==> src/hdl/fdt_pkg.sv <==
`timescale 1ns / 1ps

package fdt_pkg;

  // fixed field and datapath widths
  localparam int SAMPLE_W = 8;
  localparam int OUT_W    = 8;
  localparam int COEF_W   = 12;
  localparam int PROD_W   = COEF_W + SAMPLE_W;
  // worst case |sum| over the whole table stays below 2**22
  localparam int ACC_W    = 24;
  localparam int CNT_W    = 4;
  localparam int SLOT_W   = 4;
  localparam int TAP_W    = 4;
  localparam int COEF_DIM = 10;

  // coefficient table, indexed [phase][tap]
  localparam logic signed [COEF_W-1:0] COEF_TABLE [COEF_DIM][COEF_DIM] = '{
    '{12'sd1,  -12'sd3,  12'sd11,  -12'sd28,  12'sd78,   12'sd1627, -12'sd69,  12'sd26,  -12'sd10, 12'sd3},
    '{12'sd3,  -12'sd11, 12'sd35,  -12'sd91,  12'sd259,  12'sd1571, -12'sd181, 12'sd69,  -12'sd26, 12'sd7},
    '{12'sd6,  -12'sd20, 12'sd61,  -12'sd156, 12'sd465,  12'sd1462, -12'sd253, 12'sd98,  -12'sd36, 12'sd10},
    '{12'sd8,  -12'sd28, 12'sd85,  -12'sd216, 12'sd685,  12'sd1309, -12'sd288, 12'sd113, -12'sd41, 12'sd12},
    '{12'sd10, -12'sd36, 12'sd104, -12'sd263, 12'sd908,  12'sd1120, -12'sd290, 12'sd114, -12'sd40, 12'sd11},
    '{12'sd11, -12'sd40, 12'sd114, -12'sd290, 12'sd1120, 12'sd908,  -12'sd263, 12'sd104, -12'sd36, 12'sd10},
    '{12'sd12, -12'sd41, 12'sd113, -12'sd288, 12'sd1309, 12'sd685,  -12'sd216, 12'sd85,  -12'sd28, 12'sd8},
    '{12'sd10, -12'sd36, 12'sd98,  -12'sd253, 12'sd1462, 12'sd465,  -12'sd156, 12'sd61,  -12'sd20, 12'sd6},
    '{12'sd7,  -12'sd26, 12'sd69,  -12'sd181, 12'sd1571, 12'sd259,  -12'sd91,  12'sd35,  -12'sd11, 12'sd3},
    '{12'sd3,  -12'sd10, 12'sd26,  -12'sd69,  12'sd1627, 12'sd78,   -12'sd28,  12'sd11,  -12'sd3,  12'sd1}
  };

  // sequencer state
  typedef enum logic {
    ST_IDLE,
    ST_RUN
  } seq_state_t;

  // one accumulator update issued by the sequencer
  typedef struct packed {
    logic              issue;
    logic              load;
    logic              first;
    logic              fire;
    logic [SLOT_W-1:0] slot;
    logic [TAP_W-1:0]  tap;
    logic [CNT_W-1:0]  phase;
  } mac_ctl_t;

  // finished sum handed to the output stage
  typedef struct packed {
    logic                    vld;
    logic signed [ACC_W-1:0] sum;
  } res_t;

  // coefficient lookup, zero outside the table
  function automatic logic signed [COEF_W-1:0] coef_f(input logic [CNT_W-1:0] phase,
                                                      input logic [TAP_W-1:0] tap);
    logic signed [COEF_W-1:0] c;
    c = '0;
    if ((phase < CNT_W'(COEF_DIM)) && (tap < TAP_W'(COEF_DIM))) begin
      c = COEF_TABLE[phase][tap];
    end
    return c;
  endfunction

endpackage

==> src/hdl/fdt_acc_mem.sv <==
`timescale 1ns / 1ps

module fdt_acc_mem #(
  parameter int DEPTH = 10,
  parameter int AW    = 4,
  parameter int DW    = 24
) (
  input  logic          clk,
  input  logic          wr_en,
  input  logic [AW-1:0] wr_addr,
  input  logic [DW-1:0] wr_data,
  input  logic          rd_en,
  input  logic [AW-1:0] rd_addr,
  output logic [DW-1:0] rd_data
);

  logic [DW-1:0] acc_mem_r [DEPTH];
  logic [DW-1:0] rd_data_r;

  // write port
  always_ff @(posedge clk) begin
    if (wr_en) begin
      acc_mem_r[wr_addr] <= wr_data;
    end
  end

  // registered read port
  always_ff @(posedge clk) begin
    if (rd_en) begin
      rd_data_r <= acc_mem_r[rd_addr];
    end
  end

  assign rd_data = rd_data_r;

endmodule

==> src/hdl/fdt_seq.sv <==
`timescale 1ns / 1ps

module fdt_seq #(
  parameter int DECIMATION     = 10,
  parameter int TAPS_PER_PHASE = 10
) (
  input  logic              clk,
  input  logic              rst_n,
  input  logic              in_valid,
  input  logic              out_valid,
  output logic              in_stall,
  output fdt_pkg::mac_ctl_t ctl
);

  import fdt_pkg::*;

  localparam int KW = (TAPS_PER_PHASE > 1) ? $clog2(TAPS_PER_PHASE) : 1;

  seq_state_t       state_r, state_nxt;
  logic [KW-1:0]    k_r, k_nxt;
  logic [KW-1:0]    slot_r, slot_nxt;
  logic [KW-1:0]    base_r, base_nxt;
  logic [CNT_W-1:0] phase_r, phase_nxt;
  logic [CNT_W-1:0] cur_phase_r, cur_phase_nxt;
  logic             first_r, first_nxt;
  logic [CNT_W-1:0] cnt_inc;
  logic             fire_now;
  logic             accept;
  logic             last_issue;
  logic [KW-1:0]    base_inc;

  function automatic logic [KW-1:0] slot_inc_f(input logic [KW-1:0] s);
    logic [KW-1:0] n;
    n = (s == KW'(TAPS_PER_PHASE - 1)) ? '0 : s + KW'(1);
    return n;
  endfunction

  // phase count and firing decision for the next sample
  assign cnt_inc  = phase_r + CNT_W'(1);
  assign fire_now = ({1'b0, cnt_inc} >= (CNT_W + 1)'(DECIMATION));
  assign base_inc = slot_inc_f(base_r);

  // input handshake: one sample per pass over the taps
  assign in_stall = (state_r == ST_RUN) || (fire_now && out_valid);
  assign accept   = in_valid && !in_stall;

  assign last_issue = (state_r == ST_IDLE) ? (accept && (TAPS_PER_PHASE == 1))
                                           : (k_r == KW'(TAPS_PER_PHASE - 1));

  // next state
  always_comb begin
    state_nxt = state_r;
    case (state_r)
      ST_IDLE: begin
        if (accept && (TAPS_PER_PHASE > 1)) begin
          state_nxt = ST_RUN;
        end
      end
      ST_RUN: begin
        if (last_issue) begin
          state_nxt = ST_IDLE;
        end
      end
      default: state_nxt = ST_IDLE;
    endcase
  end

  // counters and pointers
  always_comb begin
    k_nxt         = k_r;
    slot_nxt      = slot_r;
    base_nxt      = base_r;
    phase_nxt     = phase_r;
    cur_phase_nxt = cur_phase_r;
    first_nxt     = first_r && !last_issue;
    if (accept) begin
      k_nxt         = KW'(1);
      slot_nxt      = base_inc;
      cur_phase_nxt = phase_r;
      phase_nxt     = fire_now ? '0 : cnt_inc;
      base_nxt      = fire_now ? base_inc : base_r;
    end else if (state_r == ST_RUN) begin
      k_nxt    = k_r + KW'(1);
      slot_nxt = slot_inc_f(slot_r);
    end
  end

  // update issued to the accumulator datapath
  always_comb begin
    ctl       = '0;
    ctl.load  = accept;
    ctl.first = first_r;
    case (state_r)
      ST_IDLE: begin
        ctl.issue = accept;
        ctl.fire  = fire_now;
        ctl.slot  = SLOT_W'(base_r);
        ctl.tap   = TAP_W'(TAPS_PER_PHASE - 1);
        ctl.phase = phase_r;
      end
      ST_RUN: begin
        ctl.issue = 1'b1;
        ctl.slot  = SLOT_W'(slot_r);
        ctl.tap   = TAP_W'(TAPS_PER_PHASE - 1) - TAP_W'(k_r);
        ctl.phase = cur_phase_r;
      end
      default: ctl.issue = 1'b0;
    endcase
  end

  always_ff @(posedge clk) begin
    if (!rst_n) begin
      state_r     <= ST_IDLE;
      k_r         <= '0;
      slot_r      <= '0;
      base_r      <= '0;
      phase_r     <= '0;
      cur_phase_r <= '0;
      first_r     <= 1'b1;
    end else begin
      state_r     <= state_nxt;
      k_r         <= k_nxt;
      slot_r      <= slot_nxt;
      base_r      <= base_nxt;
      phase_r     <= phase_nxt;
      cur_phase_r <= cur_phase_nxt;
      first_r     <= first_nxt;
    end
  end

  // no sample may enter while a pass is running
  a_run_blocks: assert property (@(posedge clk) disable iff (!rst_n)
    (state_r == ST_RUN) |-> in_stall)
    else $error("sample accepted during a tap pass");

  // phase count stays inside one decimation frame
  a_phase_range: assert property (@(posedge clk) disable iff (!rst_n)
    ({1'b0, phase_r} < (CNT_W + 1)'(DECIMATION)))
    else $error("phase count out of range");

  // a firing sample never enters while a result still waits
  a_fire_room: assert property (@(posedge clk) disable iff (!rst_n)
    (accept && fire_now) |-> !out_valid)
    else $error("firing sample accepted with output full");

endmodule

==> src/hdl/fdt_mac.sv <==
`timescale 1ns / 1ps

module fdt_mac (
  input  logic                          clk,
  input  logic                          rst_n,
  input  fdt_pkg::mac_ctl_t             ctl,
  input  logic signed [fdt_pkg::SAMPLE_W-1:0] in_sample,
  input  logic [fdt_pkg::ACC_W-1:0]     rd_data,
  output logic                          wr_en,
  output logic [fdt_pkg::SLOT_W-1:0]    wr_slot,
  output logic [fdt_pkg::ACC_W-1:0]     wr_data,
  output fdt_pkg::res_t                 res
);

  import fdt_pkg::*;

  logic signed [SAMPLE_W-1:0] sample_r;
  logic signed [SAMPLE_W-1:0] sample_cur;
  logic signed [COEF_W-1:0]   coef_w;
  logic signed [PROD_W-1:0]   prod_nxt, prod_r;
  logic                       s1_vld_r;
  logic                       s1_first_r;
  logic                       s1_fire_r;
  logic [SLOT_W-1:0]          s1_slot_r;
  logic                       fwd_nxt, fwd_r;
  logic [ACC_W-1:0]           fwd_data_r;
  logic signed [ACC_W-1:0]    operand;
  logic signed [ACC_W-1:0]    sum;

  // sample held for the rest of the pass
  always_ff @(posedge clk) begin
    if (ctl.load) begin
      sample_r <= in_sample;
    end
  end

  // issue stage: product alongside the memory read
  assign sample_cur = ctl.load ? in_sample : sample_r;
  assign coef_w     = coef_f(ctl.phase, ctl.tap);
  assign prod_nxt   = coef_w * sample_cur;

  // read and write of the same slot in one cycle
  assign fwd_nxt = ctl.issue && wr_en && (wr_slot == ctl.slot);

  always_ff @(posedge clk) begin
    prod_r     <= prod_nxt;
    s1_first_r <= ctl.first;
    s1_fire_r  <= ctl.fire;
    s1_slot_r  <= ctl.slot;
    fwd_data_r <= wr_data;
  end

  always_ff @(posedge clk) begin
    if (!rst_n) begin
      s1_vld_r <= 1'b0;
      fwd_r    <= 1'b0;
    end else begin
      s1_vld_r <= ctl.issue;
      fwd_r    <= fwd_nxt;
    end
  end

  // accumulate stage: untouched slots read as zero on the first pass
  always_comb begin
    if (s1_first_r) begin
      operand = '0;
    end else if (fwd_r) begin
      operand = $signed(fwd_data_r);
    end else begin
      operand = $signed(rd_data);
    end
  end

  assign sum = operand + ACC_W'(prod_r);

  // a slot that completes an output restarts from zero
  assign wr_en   = s1_vld_r;
  assign wr_slot = s1_slot_r;
  assign wr_data = s1_fire_r ? '0 : sum;

  assign res.vld = s1_vld_r && s1_fire_r;
  assign res.sum = sum;

  // forwarding only ever covers a live update after the first pass
  a_fwd_live: assert property (@(posedge clk) disable iff (!rst_n)
    fwd_r |-> (s1_vld_r && !s1_first_r))
    else $error("forwarded data without a live update");

endmodule

==> src/hdl/fdt_post.sv <==
`timescale 1ns / 1ps

module fdt_post #(
  parameter int SCALE_SHIFT = 14
) (
  input  logic                               clk,
  input  logic                               rst_n,
  input  fdt_pkg::res_t                      res,
  input  logic                               round_en,
  input  logic                               out_stall,
  output logic                               out_valid,
  output logic signed [fdt_pkg::OUT_W-1:0]   out_filtered,
  output logic                               out_overflow
);

  import fdt_pkg::*;

  logic signed [ACC_W-1:0] q;
  logic signed [ACC_W:0]   r;
  logic                    rbit;
  logic                    ovf;
  logic                    out_valid_r, out_valid_nxt;
  logic [OUT_W-1:0]        filtered_r;
  logic                    overflow_r;

  // arithmetic shift, optional round half up, wrap check
  assign q    = $signed(res.sum) >>> SCALE_SHIFT;
  assign rbit = round_en & res.sum[SCALE_SHIFT-1];
  assign r    = {q[ACC_W-1], q} + (ACC_W + 1)'(rbit);
  assign ovf  = !((&r[ACC_W:OUT_W-1]) || !(|r[ACC_W:OUT_W-1]));

  // output register, held while the receiver stalls
  always_comb begin
    out_valid_nxt = out_valid_r && out_stall;
    if (res.vld) begin
      out_valid_nxt = 1'b1;
    end
  end

  always_ff @(posedge clk) begin
    if (res.vld) begin
      filtered_r <= r[OUT_W-1:0];
      overflow_r <= ovf;
    end
  end

  always_ff @(posedge clk) begin
    if (!rst_n) begin
      out_valid_r <= 1'b0;
    end else begin
      out_valid_r <= out_valid_nxt;
    end
  end

  assign out_valid    = out_valid_r;
  assign out_filtered = $signed(filtered_r);
  assign out_overflow = overflow_r;

endmodule

==> src/hdl/decimating_fir_by_ten_top.sv <==
`timescale 1ns / 1ps

// Decimating FIR filter: DECIMATION * TAPS_PER_PHASE taps, one output per
// DECIMATION input samples, coefficients scaled by 2**SCALE_SHIFT.
// Input channel: in_valid / in_stall carrying in_sample (signed 8 bit).
// Output channel: out_valid / out_stall carrying out_filtered (signed 8 bit)
// and out_overflow, set when the scaled sum wrapped.
// Config channel: cfg_valid / cfg_ready carrying cfg_data, the round enable
// (1 rounds half up, 0 truncates); cfg_ready is always high.
// Each sample updates one partial sum per cycle in a TAPS_PER_PHASE-entry
// accumulator memory (one read and one write port), one partial sum for
// each pending output.
// A result passes the accumulate stage register and the output register
// before out_valid, once the sample that completes it is accepted.
// Reset clears the phase count and the sample history (first pass reads the
// partial sums as zero) and sets round enable to 1; no clearing pass.
// While out_valid waits under out_stall, the sample that would complete the
// next output is stalled; other samples are still taken.
module decimating_fir_by_ten_top #(
  parameter int DECIMATION     = 10,
  parameter int TAPS_PER_PHASE = 10,
  parameter int SCALE_SHIFT    = 14
) (
  input  logic                                   clk,
  input  logic                                   rst_n,
  input  logic                                   in_valid,
  output logic                                   in_stall,
  input  logic signed [fdt_pkg::SAMPLE_W-1:0]    in_sample,
  output logic                                   out_valid,
  input  logic                                   out_stall,
  output logic signed [fdt_pkg::OUT_W-1:0]       out_filtered,
  output logic                                   out_overflow,
  input  logic                                   cfg_valid,
  output logic                                   cfg_ready,
  input  logic                                   cfg_data
);

  import fdt_pkg::*;

  localparam int AW = (TAPS_PER_PHASE > 1) ? $clog2(TAPS_PER_PHASE) : 1;

  mac_ctl_t         ctl;
  res_t             res;
  logic             wr_en;
  logic [SLOT_W-1:0] wr_slot;
  logic [ACC_W-1:0] wr_data;
  logic [ACC_W-1:0] rd_data;
  logic             round_en_r;

  // round enable register
  assign cfg_ready = 1'b1;

  always_ff @(posedge clk) begin
    if (!rst_n) begin
      round_en_r <= 1'b1;
    end else if (cfg_valid && cfg_ready) begin
      round_en_r <= cfg_data;
    end
  end

  // tap sequencer
  fdt_seq #(
    .DECIMATION     (DECIMATION),
    .TAPS_PER_PHASE (TAPS_PER_PHASE)
  ) u_seq (
    .clk       (clk),
    .rst_n     (rst_n),
    .in_valid  (in_valid),
    .out_valid (out_valid),
    .in_stall  (in_stall),
    .ctl       (ctl)
  );

  // partial sum memory
  fdt_acc_mem #(
    .DEPTH (TAPS_PER_PHASE),
    .AW    (AW),
    .DW    (ACC_W)
  ) u_mem (
    .clk     (clk),
    .wr_en   (wr_en),
    .wr_addr (wr_slot[AW-1:0]),
    .wr_data (wr_data),
    .rd_en   (ctl.issue),
    .rd_addr (ctl.slot[AW-1:0]),
    .rd_data (rd_data)
  );

  // multiply-accumulate read-modify-write
  fdt_mac u_mac (
    .clk       (clk),
    .rst_n     (rst_n),
    .ctl       (ctl),
    .in_sample (in_sample),
    .rd_data   (rd_data),
    .wr_en     (wr_en),
    .wr_slot   (wr_slot),
    .wr_data   (wr_data),
    .res       (res)
  );

  // scaling, rounding and output register
  fdt_post #(
    .SCALE_SHIFT (SCALE_SHIFT)
  ) u_post (
    .clk          (clk),
    .rst_n        (rst_n),
    .res          (res),
    .round_en     (round_en_r),
    .out_stall    (out_stall),
    .out_valid    (out_valid),
    .out_filtered (out_filtered),
    .out_overflow (out_overflow)
  );

  // every new result traces back to an accepted request, via the accumulate and output registers
  a_result_source: assert property (@(posedge clk) disable iff (!rst_n)
    $rose(out_valid) |-> $past(in_valid && !in_stall, 2))
    else $error("result without a completing request");

endmodule

==> config.mk <==
export PLATFORM = sky130hd
export DESIGN_NAME = decimating_fir_by_ten_top
export DESIGN_NICKNAME = d
export VERILOG_FILES = /design/src/hdl/fdt_pkg.sv /design/src/hdl/fdt_acc_mem.sv /design/src/hdl/fdt_seq.sv /design/src/hdl/fdt_mac.sv /design/src/hdl/fdt_post.sv /design/src/hdl/decimating_fir_by_ten_top.sv
export SDC_FILE = /design/constraint.sdc
export NUM_CORES = 1
export LEC_CHECK = 0
export CAP_MARGIN = 10
export CORE_MARGIN = 2
export CORE_UTILIZATION = 50
export CTS_CLUSTER_DIAMETER = 40
export CTS_CLUSTER_SIZE = 8
export DETAILED_ROUTE_END_ITERATION = 10
export DONT_BUFFER_PORTS = 1
export MAX_ROUTING_LAYER = met4
export PLACE_DENSITY = 0.73
export RECOVER_POWER = 100
export SYNTH_ARGS = -nofsm -noshare
export SYNTH_HDL_FRONTEND = slang
export SYNTH_SLANG_ARGS = --single-unit
==> constraint.sdc <==
create_clock -name clk -period 7 [get_ports clk]
set_clock_uncertainty 0.2 [all_clocks]
set_input_delay 0.7 -clock clk [delete_from_list [all_inputs] [get_ports clk]]
set_output_delay 0.7 -clock clk [all_outputs]
set_load 0.02 [all_outputs]
# Word-level counts from Yosys, hierarchy flattened
# Memory sizes are Yosys's and may differ from the RTL's. A register that Yosys moved wholly into a read port is not among the register bits.
# Index checks and enable logic that the tools add are counted.
[word_totals]
regBits = 93
ram_bits = 240
rom_bits = 1920
in_bits = 14
wordCells = 89
mem_count = 2
[op_classes]
addsub = 7
multipliers = 1
n_lt_le_gt_ge = 5
n_eq_ne = 4
n_mux = 26
bitwise_logic = 5
n_reduce_logical = 19
[mem_list]
columns = ["memory", "depth", "width", "rd", "rd_clocked_by_memory_dff", "write_ports", "line_no", "source"]
rows = [
  ["(name not given)", 16, 120, 1, 0, 0, "fdt_pkg.sv:60", "c = COEF_TABLE[phase][tap];"],
  ["u_mem.acc_mem_r", 10, 24, 1, 1, 1, "fdt_acc_mem.sv:17", "logic [DW-1:0] acc_mem_r [DEPTH];"],
]
[ops]
columns = ["cell", "count"]
rows = [
  ["$mux W120", 2],
  ["$mux W24", 3],
  ["$bmux W12 S4", 1],
  ["$mux W12", 3],
  ["$add A24 B20 Y24", 1],
  ["$pmux W12 S2", 1],
  ["$mul A12 B8 Y20", 1],
  ["$mux W4", 5],
  ["$reduce_and A18 Y1", 1],
  ["$reduce_or A18 Y1", 1],
  ["$add A4 B1 Y4 const B", 4],
  ["$eq A4 B4 Y1 const B", 3],
  ["$add A10 B2 Y11", 1],
  ["$ge A5 B5 Y1 const B", 2],
  ["$not A4 Y5", 2],
  ["$logic_and A1 B1 Y1", 8],
  ["$lt A4 B4 Y1 const B", 2],
  ["$mux W1", 8],
  ["$mux W8", 1],
  ["$eq A4 B4 Y1", 1],
  ["$ge A4 B4 Y1 const B", 1],
  ["$logic_not A1 Y1", 4],
  ["$pmux W1 S2", 2],
  ["$sub A4 B4 Y4 const A", 1],
  ["other kinds (6)", 8],
]

# Longest topological paths before layout
# Gate-level depths: netlist (run 1).
[logic_depth]
word_depth = 11
ltp_mapped = 35
mapped_depth_nobuf = 33

# Modules after synthesis
# A second synthesis (run 1) with hierarchy kept.
[unflattened]
cells_unflattened = 1776
hier_area_um2 = 20512.2
[modules_own_cells]
columns = ["mod", "n_inst", "cells_each", "area_per_inst_um2", "seq_area_each_um2"]
rows = [
  ["fdt_acc_mem", 1, 528, 10103.4, 7927.6],
  ["fdt_mac", 1, 1031, 8423.1, 1201.2],
  ["fdt_seq", 1, 167, 1420.1, 440.4],
  ["fdt_post", 1, 45, 520.5, 290.3],
  ["decimating_fir_by_ten_top", 1, 5, 45.0, 20.0],
]

# Worst setup path before layout (run 1)
# Ideal clock, no wire load.
[synth_path]
path_kind = "reg2reg"
startpoint = "register u_seq.state_r"
endpoint = "register u_mac.prod_r[19]"
setup_ns = 0.072
arrival_time_ns = 7.198
slack_ns = -0.471
stages_incl_launch_ff = 31
period_less_slack_ns = 7.471
cell_sequence = "dfxtp_1 -> buf_2 -> mux2i_1 -> clkbuf_1 -> buf_2 -> ha_1 -> o21ai_1 -> a2bb2oi_1 -> nor2_1 -> a31oi_1 -> nor2_1 -> a311oi_1 -> a2111oi_0 -> o21ai_1 -> nor2_1 -> fa_1 -> fa_1 -> inv_1 -> fa_1 -> fa_1 -> inv_1 -> ha_1 -> a21oi_1 -> nor2b_1 -> o21ai_0 -> a21oi_1 -> a41o_1 -> o41ai_1 -> o2111ai_1 -> a21oi_1 -> xnor2_1"
[synth_between]
elab_chain_len = 11
elab_cells_between_ends = 19
classes_between = "mul: 1; order compare: 2; mux: 8; bitwise: 3; reduce/logical: 4; memory: 1"
[synth_rtl]
columns = ["element", "line_no", "source"]
rows = [
  ["from (decl)", "fdt_seq.sv:19", "seq_state_t state_r, state_nxt;"],
  ["from (signal assigned)", "fdt_seq.sv:121", "state_r <= state_nxt;"],
  ["$not A1 Y1", "n/a", ""],
  ["$pmux W12 S2", "fdt_seq.sv:93", "case (state_r)"],
  ["$not A4 Y5 (implied by the code)", "fdt_pkg.sv:60", ""],
  ["$mem_v2 Z16 W120", "n/a", ""],
  ["$mux W120 (implied by the code) (2 in series)", "fdt_pkg.sv:60", ""],
  ["$bmux W12 S4", "fdt_pkg.sv:60", ""],
  ["$mux W12 (implied by the code) (2 in series)", "fdt_pkg.sv:60", ""],
  ["$mux W12", "fdt_pkg.sv:59", "if ((phase < CNT_W'(COEF_DIM)) && (tap < TAP_W'(COEF_DIM))) begin"],
  ["$mul A12 B8 Y20 *", "fdt_mac.sv:40", "assign prod_nxt = coef_w * sample_cur;"],
  ["named net u_mac.prod_nxt[19]", "fdt_mac.sv:20", "logic signed [PROD_W-1:0] prod_nxt, prod_r;"],
  ["to (signal assigned)", "fdt_mac.sv:46", "prod_r <= prod_nxt;"],
  ["to (decl)", "fdt_mac.sv:20", ""],
]
# Mark *: on every way through the listed nets, which the timed path passes. The rest lies on a longest branch. The select of a mux whose other input is x is not followed.
# A chain may end at the register's enable or synchronous reset.

# Final worst setup path (run 1)
[layout_path]
startpoint = "register u_seq.state_r"
endpoint = "register u_mac.prod_r[17]"
# The elaborated chain is that of the path after synthesis.

==> PnR_summary.wiki, run 1 <==
{| class="wikitable"
! Metric !! Value
|-
| Outcome || finished, final reports clean
|-
| Comb power frac || 0.286
|-
| Num Clock Sinks || 357
|-
| Clock latency reported for the late side of the worst-skew pair || 0.59 ns
|-
| Pin slew with the least headroom to its limit || 1.11 ns
|-
| Share of post-route cells with drive strength above 1 || 0.120
|-
| Initial cell density of the core || 0.510
|-
| Tightest Hold Check Type || in2reg
|-
| Kind of start point of the critical path || flip-flop
|-
| First-pass GRT wire length || 82,100 um
|-
| Fill cell total of the finished layout || 3,181
|-
| Worst slew margin relative to its limit || 0.254
|-
| Cell Area, Placed || 21,200 um2
|-
| Cell types with the highest counts after synthesis || nand2_1 (341), edfxtp_1 (273), nor2_1 (192)
|-
| Cell area after synthesis || 19,800 um2
|-
| Final design area excluding fillers || 23,000 um2
|-
| Inst Count DP || 2,500
|-
| Post-route non-filler standard cell count || 2,610
|-
| RSZ-0062 raised after global routing || yes
|-
| Highest routed metal layer || met4
|-
| Kind of end point of the critical path || flip-flop
|-
| Static power due to leakage || 9.26 nW
|-
| Clk slew on worst S/H paths || 0.05 ns
|-
| Area taken by flip-flops and latches || 9880 um2
|-
| Final setup violation count || 0
|-
| Count of synthesis-stage warnings from yosys || 0
|-
| Die area || 41,300 um2
|-
| Worst-case clock buffer depth || 3
|-
| Antenna violations before repair || 0
|-
| TritonCTS clock tree || built
|-
| Pint || 5.02 mW
|-
| Final worst path period share || 0.966
|-
| Net count after synthesis || 2,124
|-
| Area inside the core boundary || 38,900 um2
|-
| Max H-tree Level || 2
|-
| Total Routed Length || 51,600 um
|-
| Cell repeated most along the worst path || buf_4
|-
| Gr usage total || 0.261
|-
| Final standard cell utilization of the core || 0.591
|-
| Number of maximum-capacitance constraint violations || 0
|-
| Area share of the leading cell type in the synthesized netlist || 0.413
|-
| Relative contribution of sequential cells to total power || 0.386
|-
| Routed via count divided by cell count || 5.73
|-
| Post-synth cell types || 72
|-
| Number of buffers inserted by port buffering || 0
|-
| Mapped Cells || 1,954
|-
| Boundary Pins || 26
|-
| Half-perimeter wire length after placement || 34,100 um
|-
| X dimension of the die || 203 um
|-
| Slowest-stage cell, CP || fa_1
|-
| Min cycle time layout || 6.76 ns
|-
| Ranking of synthesized cells by area || edfxtp_1 (41%), dfxtp_1 (8.5%), fa_1 (8.1%)
|-
| Global-route congestion overflow total || 0
|-
| Routed wl met3 || 3350 um
|-
| M1 WL || 21,300 um
|-
| Fraction of power consumed by the clock network || 0.328
|-
| Number of global-route vias before repair || 15,100
|-
| Metal2 WL || 25,200 um
|-
| Worst voltage drop across the vdd grid || 0.000216 V
|-
| Top cell type by total area after synthesis || edfxtp_1
|-
| Number of detailed-routing iterations run before antenna repair || 8
|-
| Fraction of power spent switching nets || 0.312
|-
| NumNets Final || 2,219
|-
| Maximum clock rate || 148 MHz
|-
| Number of pins exceeding their max-slew limit in the final report || 0
|-
| Arrival time at the worst endpoint || 7.04 ns
|-
| Power dissipated by switching net loads || 2.27 mW
|-
| Post-synthesis register bit count || 357
|-
| Inserted Diodes || 0
|-
| Data required, critical path || 7.28 ns
|-
| Area occupied by multi-input gates || 9230 um2
|-
| Number of rows created at floorplan || 72
|-
| Number of DRC markers in iteration 0 || 1,406
|-
| GP Congestion || 0.962
|-
| Post-route ant nets || 0
|-
| Share of async-settable or async-resettable flops after synthesis || 0
|-
| Slowest Stage Delay on Critical Path || 0.54 ns
|-
| Number of enable-type register cells in the synthesized netlist || 273
|-
| Most instantiated library cell after synthesis || nand2_1
|-
| Post-Synthesis Mean Instance Area || 10.1 um2
|-
| Final Hold Viols || 0
|-
| TritonCTS Buffers || 53
|-
| Vertical die dimension || 203 um
|-
| Share of the yosys chip area belonging to registers || 0.498
|-
| Most used DFF post-synth || edfxtp_1
|-
| Detailed-route via count || 15,000
|-
| Maximum number of pins on one net before global-route repair || 98
|-
| Area growth, synth to finish || 15.9%
|-
| Number of remaining DRC errors || 0
|-
| Top fanout value on the critical path || 5
|-
| Wire length per cell after detailed routing || 19.8 um
|-
| Path type of the worst setup path || reg2reg
|-
| CTS Root Cell || clkbuf_16
|-
| Power density over cell area || 317 nW/um2
|}
==> routing by layer <==
metal	vias up	global-route usage
met1	7291	0.328
met5	-	-
met4	0	0.0912
met2	542	0.435
li1	6999	-
met3	124	0.0377
==> sequential cells by signal, indices dropped and copies added (netlist names), 8 cells and up <==
register,count
u_mac.sample_r,8
u_post.out_filtered,8
u_mem.acc_mem_r,240
u_mac.prod_r,20
u_mem.rd_data,24
u_mac.fwd_data_r,24
==> layout by cell type (no fill, tap or decap), drive strengths merged, types with 4 or more instances in the layout <==
cell type / synthesis / routed
nand2: 341 / 341
edfxtp: 273 / 273
nor2: 192 / 192
inv: 152 / 152
buf: 18 / 133
a21oi: 106 / 106
clkbuf: 76 / 92
dfxtp: 84 / 84
fa: 80 / 80
ha: 76 / 76
nand3: 72 / 72
o21ai: 67 / 67
and3: 56 / 56
xnor2: 43 / 43
mux2i: 43 / 43
a31oi: 31 / 31
a311oi: 29 / 29
nor3: 28 / 28
and2: 18 / 18
nor2b: 17 / 17
nand2b: 14 / 14
xor2: 12 / 12
a21o: 11 / 11
a211oi: 11 / 11
o211ai: 11 / 11
o21a: 8 / 8
o22ai: 7 / 7
a2111oi: 7 / 7
nand3b: 5 / 5
or3: 5 / 5
nand4: 5 / 5
clkinv: 0 / 5
a211o: 4 / 4
a21boi: 4 / 4
==> area by class of cell <==
class | instances | area share
clock buffer | 92 | 0.0672
clock inverter | 6 | 0.00256
inverter | 152 | 0.0249
multi-input combinational | 1351 | 0.401
sequential | 357 | 0.430
tap | 518 | 0.0282
timing repair buffer | 134 | 0.0459
==> per-stage QoR <==
stage          setup TNS [ns]  power, mW  setup slack [ns]  hold slack, ns
2_1_floorplan               0       4.24            0.0126           0.125
3_3_place_gp                0       4.77             0.106           0.141
3_5_place_dp                0       4.85            0.0784           0.144
4_1_cts                     0       7.25            0.0486          0.0160
5_1_grt                -0.305       7.69            -0.125          0.0316
6_report                    0       7.29             0.239          0.0355
==> critical path, delay by kind of cell (launching register included) <==
| kind | cells | cell delay, ns |
|---|---|---|
| AOI/OAI and AO/OA | 14 | 2.48 |
| and+or+nand+nor | 4 | 0.23 |
| xor gates and xnor gates | 1 | 0.09 |
| DFF | 1 | 0.38 |
| buffers and inverters | 7 | 0.85 |
| adders and majority gates | 6 | 2.19 |
| muxes | 1 | 0.20 |
==> cells by family after synthesis <==
kind of cell / Yosys count / synth area share
and+or+nand+nor: 763 / 0.170
adders and majority gates: 156 / 0.129
buffers and inverters: 246 / 0.0472
AOI/OAI and AO/OA: 332 / 0.109
DFF: 357 / 0.498
other: 1 / 0.000189
xor gates and xnor gates: 55 / 0.0243
muxes: 44 / 0.0226
==> what timing repair did <==
action | CTS | global route
setup buffers | 0 | 11
endpoints found under the setup margin | 0 | 7
resized for setup | 0 | 48
endpoints found under the hold margin | 2 | 0
hold buffers | 1 | 0
==> path summary, 6_finish.rpt <==
check	from	endpoint	slack (ns)	cells after the start
max	u_seq.state_r	u_mac.prod_r[17]	0.24	33
min	rst_n	u_seq.base_r[0]	0.04	1
max reg2reg	u_seq.state_r	u_mac.prod_r[17]	0.24	33
min reg2reg	u_seq.first_r	u_mac.s1_first_r	0.15	0
==> power by group through the flow <==
| stage | clock network (mW) | logic, mW | registers [mW] |
|---|---|---|---|
| 2_1_floorplan | 0 | 1.43 | 2.81 |
| 3_3_place_gp | 0 | 1.93 | 2.85 |
| 3_5_place_dp | 0 | 2.00 | 2.85 |
| 4_1_cts | 2.42 | 2.01 | 2.82 |
| 5_1_grt | 2.51 | 2.35 | 2.83 |
| 6_report | 2.39 | 2.09 | 2.82 |
Power figures use the tool's default switching activity.
==> inputs of run 2 (changes only) <==
--- a/config.mk
+++ b/config.mk
@@ -6,15 +6,18 @@
 export NUM_CORES = 1
 export LEC_CHECK = 0
 export CAP_MARGIN = 10
+export CELL_PAD_IN_SITES_DETAIL_PLACEMENT = 1
+export CELL_PAD_IN_SITES_GLOBAL_PLACEMENT = 2
 export CORE_MARGIN = 2
-export CORE_UTILIZATION = 50
+export CORE_UTILIZATION = 39
 export CTS_CLUSTER_DIAMETER = 40
 export CTS_CLUSTER_SIZE = 8
 export DETAILED_ROUTE_END_ITERATION = 10
 export DONT_BUFFER_PORTS = 1
 export MAX_ROUTING_LAYER = met4
-export PLACE_DENSITY = 0.73
+export PLACE_DENSITY = 0.82
 export RECOVER_POWER = 100
+export SLEW_MARGIN = 20
 export SYNTH_ARGS = -nofsm -noshare
 export SYNTH_HDL_FRONTEND = slang
 export SYNTH_SLANG_ARGS = --single-unit
==> run 2 against run 1 <==
  * The flow now finishes with violations (max-capacitance violations, max-slew violations)
  * Routed wire length increased by 15%
  * Worst setup slack improved by 0.038 ns
  * Clock-buffer cell count decreased by 10
  * Global-route usage decreased by 2.8 points
  * Register-to-register slack improved by 0.04 ns
  * Clock power increased by 35%
  * Total power increased by 13%
  * Flip-flop and latch count unchanged
  * Sequential power about the same
  * First-iteration DRC count decreased by 20%
  * Critical path type unchanged
  * Critical endpoint is now u_mac.prod_r[19]
  * Largest cell class unchanged
  * Largest power group is now clock
==> PnR_summary.wiki, run 2 (synthesized netlist as in run 1, its figures left out) <==
{| class="wikitable"
! Metric !! Value
|-
| Outcome || finished, violations left
|-
| Failing checks || max-capacitance violations, max-slew violations
|-
| Half-perimeter wire length after placement || 40,200 um
|-
| Area inside the core boundary || 50,200 um2
|-
| Post-route ant nets || 0
|-
| Pre-CTS WS || -0.0659 ns
|-
| Total Routed Length || 59,100 um
|-
| Setup TNS || 0 ns
|-
| Tightest Hold Check Type || in2reg
|-
| Number of buffers inserted by port buffering || 0
|-
| Maximum clock rate || 149 MHz
|-
| Data required, critical path || 7.31 ns
|-
| Number of DRC markers in iteration 0 || 1,122
|-
| Clk slew on worst S/H paths || 0.05 ns
|-
| Origin of the worst setup path || u_seq.state_r
|-
| Inserted Diodes || 0
|-
| Number of global-route vias before repair || 16,500
|-
| Worst-case clock buffer depth || 3
|-
| Endpoint of the lowest-slack register-to-register path || u_mac.prod_r[19]
|-
| Slowest Stage Delay on Critical Path || 0.54 ns
|-
| Post-route non-filler standard cell count || 2,781
|-
| Leading cell type in the layout, fill and taps excluded || nand2_1
|-
| Global-route congestion overflow total || 0
|-
| Number of detailed-routing iterations run before antenna repair || 5
|-
| R2R depth || 29
|-
| Worst setup slack for register-to-register paths || 0.28 ns
|-
| Clock latency reported for the late side of the worst-skew pair || 0.59 ns
|-
| Num Clock Sinks || 357
|-
| Kind of end point of the critical path || flip-flop
|-
| GP Congestion || 0.909
|-
| RR Startpoint || u_seq.state_r
|-
| Pin slew with the least headroom to its limit || 3.05 ns
|-
| Antenna violations before repair || 0
|-
| Tot Pwr || 8.22 mW
|-
| Path type of the worst setup path || reg2reg
|-
| Cell repeated most along the worst path || fa_1
|-
| Final design area excluding fillers || 23,900 um2
|-
| First-pass GRT wire length || 93,700 um
|-
| Kind of start point of the critical path || flip-flop
|-
| Number of remaining DRC errors || 0
|-
| Detailed-route via count || 15,100
|-
| Die area || 52,700 um2
|-
| Wire length per cell after detailed routing || 21.3 um
|-
| Flip-flop count of the largest register, all copies and words added || 240
|-
| Number of maximum-capacitance constraint violations || 13
|-
| Register with the most flip-flops || u_mem.acc_mem_r
|-
| Final standard cell utilization of the core || 0.477
|-
| TritonCTS clock tree || built
|-
| X dimension of the die || 230 um
|-
| Number of pins exceeding their max-slew limit in the final report || 342
|-
| Hold Worst Slack || 0.0501 ns
|-
| Worst voltage drop across the vdd grid || 0.000242 V
|-
| Max H-tree Level || 3
|-
| Initial cell density of the core || 0.395
|-
| Routed via count divided by cell count || 5.44
|-
| Min cycle time layout || 6.72 ns
|-
| Gr usage total || 0.233
|-
| CTS Root Cell || clkbuf_16
|-
| PnR worst setup slack || 0.277 ns
|-
| Final Hold Viols || 0
|-
| Cell Area, Placed || 21,400 um2
|-
| NumNets Final || 2,235
|-
| Number of rows created at floorplan || 82
|-
| Fill cell total of the finished layout || 5,476
|-
| Worst setup endpoint || u_mac.prod_r[19]
|-
| TritonCTS Buffers || 67
|-
| Static power due to leakage || 9.54 nW
|-
| Final worst path period share || 0.960
|-
| Slowest-stage cell, CP || fa_1
|-
| Arrival time at the worst endpoint || 7.03 ns
|-
| Area growth, synth to finish || 20.6%
|-
| Top library cells by usage in the layout, fill and taps aside || nand2_1 (336), edfxtp_1 (273), nor2_1 (187)
|-
| Top fanout value on the critical path || 5
|-
| Maximum number of pins on one net before global-route repair || 65
|-
| Inst Count DP || 2,658
|-
| Vertical die dimension || 230 um
|-
| Worst slew margin relative to its limit || -1.03
|-
| Share of post-route cells with drive strength above 1 || 0.137
|-
| Final setup violation count || 0
|-
| Boundary Pins || 26
|-
| Power density over cell area || 344 nW/um2
|}
run 2: cell count changes in the layout (fill, tap and decap cells not counted), moves of 5 or more:
cell / change
buf_4: -21
clkbuf_16: +14
bufinv_16: +8
clkinv_2: +6
buf_6: +5
clkbuf_1: -5
o21ai_1: -5
run 2: worst min path at each step:
| stage | startpoint | to | slack (ns) | depth (start not counted) |
|---|---|---|---|---|
| after floorplan | u_seq.first_r | u_mac.s1_first_r | 0.12 | 0 |
| after global placement | u_seq.first_r | u_mac.s1_first_r | 0.14 | 0 |
| after detailed placement | u_seq.first_r | u_mac.s1_first_r | 0.14 | 0 |
| after CTS | cfg_data | round_en_r | 0.02 | 2 |
| after global routing | cfg_data | round_en_r | 0.04 | 2 |
| final | cfg_data | round_en_r | 0.05 | 2 |
run 2: layout make-up:
cell class / count / area (um2) / area share
Clock buffer: 82 / 1810 / 0.0755
Clock inverter: 31 / 448 / 0.0187
Inverter: 152 / 578 / 0.0242
Multi-Input combinational cell: 1351 / 9360 / 0.391
Sequential cell: 357 / 9880 / 0.413
Tap cell: 672 / 841 / 0.0351
Timing Repair Buffer: 136 / 1010 / 0.0423
run 2: per-layer routing:
metal / share of wire / wire [um] / GRT usage / up-vias
li1: - / - / - / 7024
met1: 0.43 / 25500 / 0.285 / 7659
met2: 0.51 / 30000 / 0.401 / 336
met3: 0.038 / 2220 / 0.0315 / 101
met4: 0.023 / 1390 / 0.0743 / 0
met5: 0 / 0 / - / -
run 2: power breakdown:
group / internal [mW] / leakage (nW) / switching (mW) / total [mW]
clock: 2.13 / 1.11 / 1.10 / 3.23
sequential: 2.74 / 3.19 / 0.0817 / 2.82
combinational: 0.816 / 5.25 / 1.35 / 2.17
total: 5.68 / 9.54 / 2.53 / 8.22
run 2: worst max-delay path: cells and delay by family, from the launching register on:
family                     cells  cell delay, ns
xor gates and xnor gates       1            0.13
and+or+nand+nor                3            0.36
adders and majority gates      6            2.33
muxes                          1            0.24
DFF                            1            0.38
AOI/OAI and AO/OA             12            2.26
buffers and inverters          6            0.72
run 2: repair_timing:
action | CTS | global route
hold endpoints to repair | 2 | 0
gates resized for setup | 2 | 85
pin swaps | 1 | 33
setup endpoints to repair | 3 | 7
hold buffers | 1 | 0
setup buffers | 0 | 9
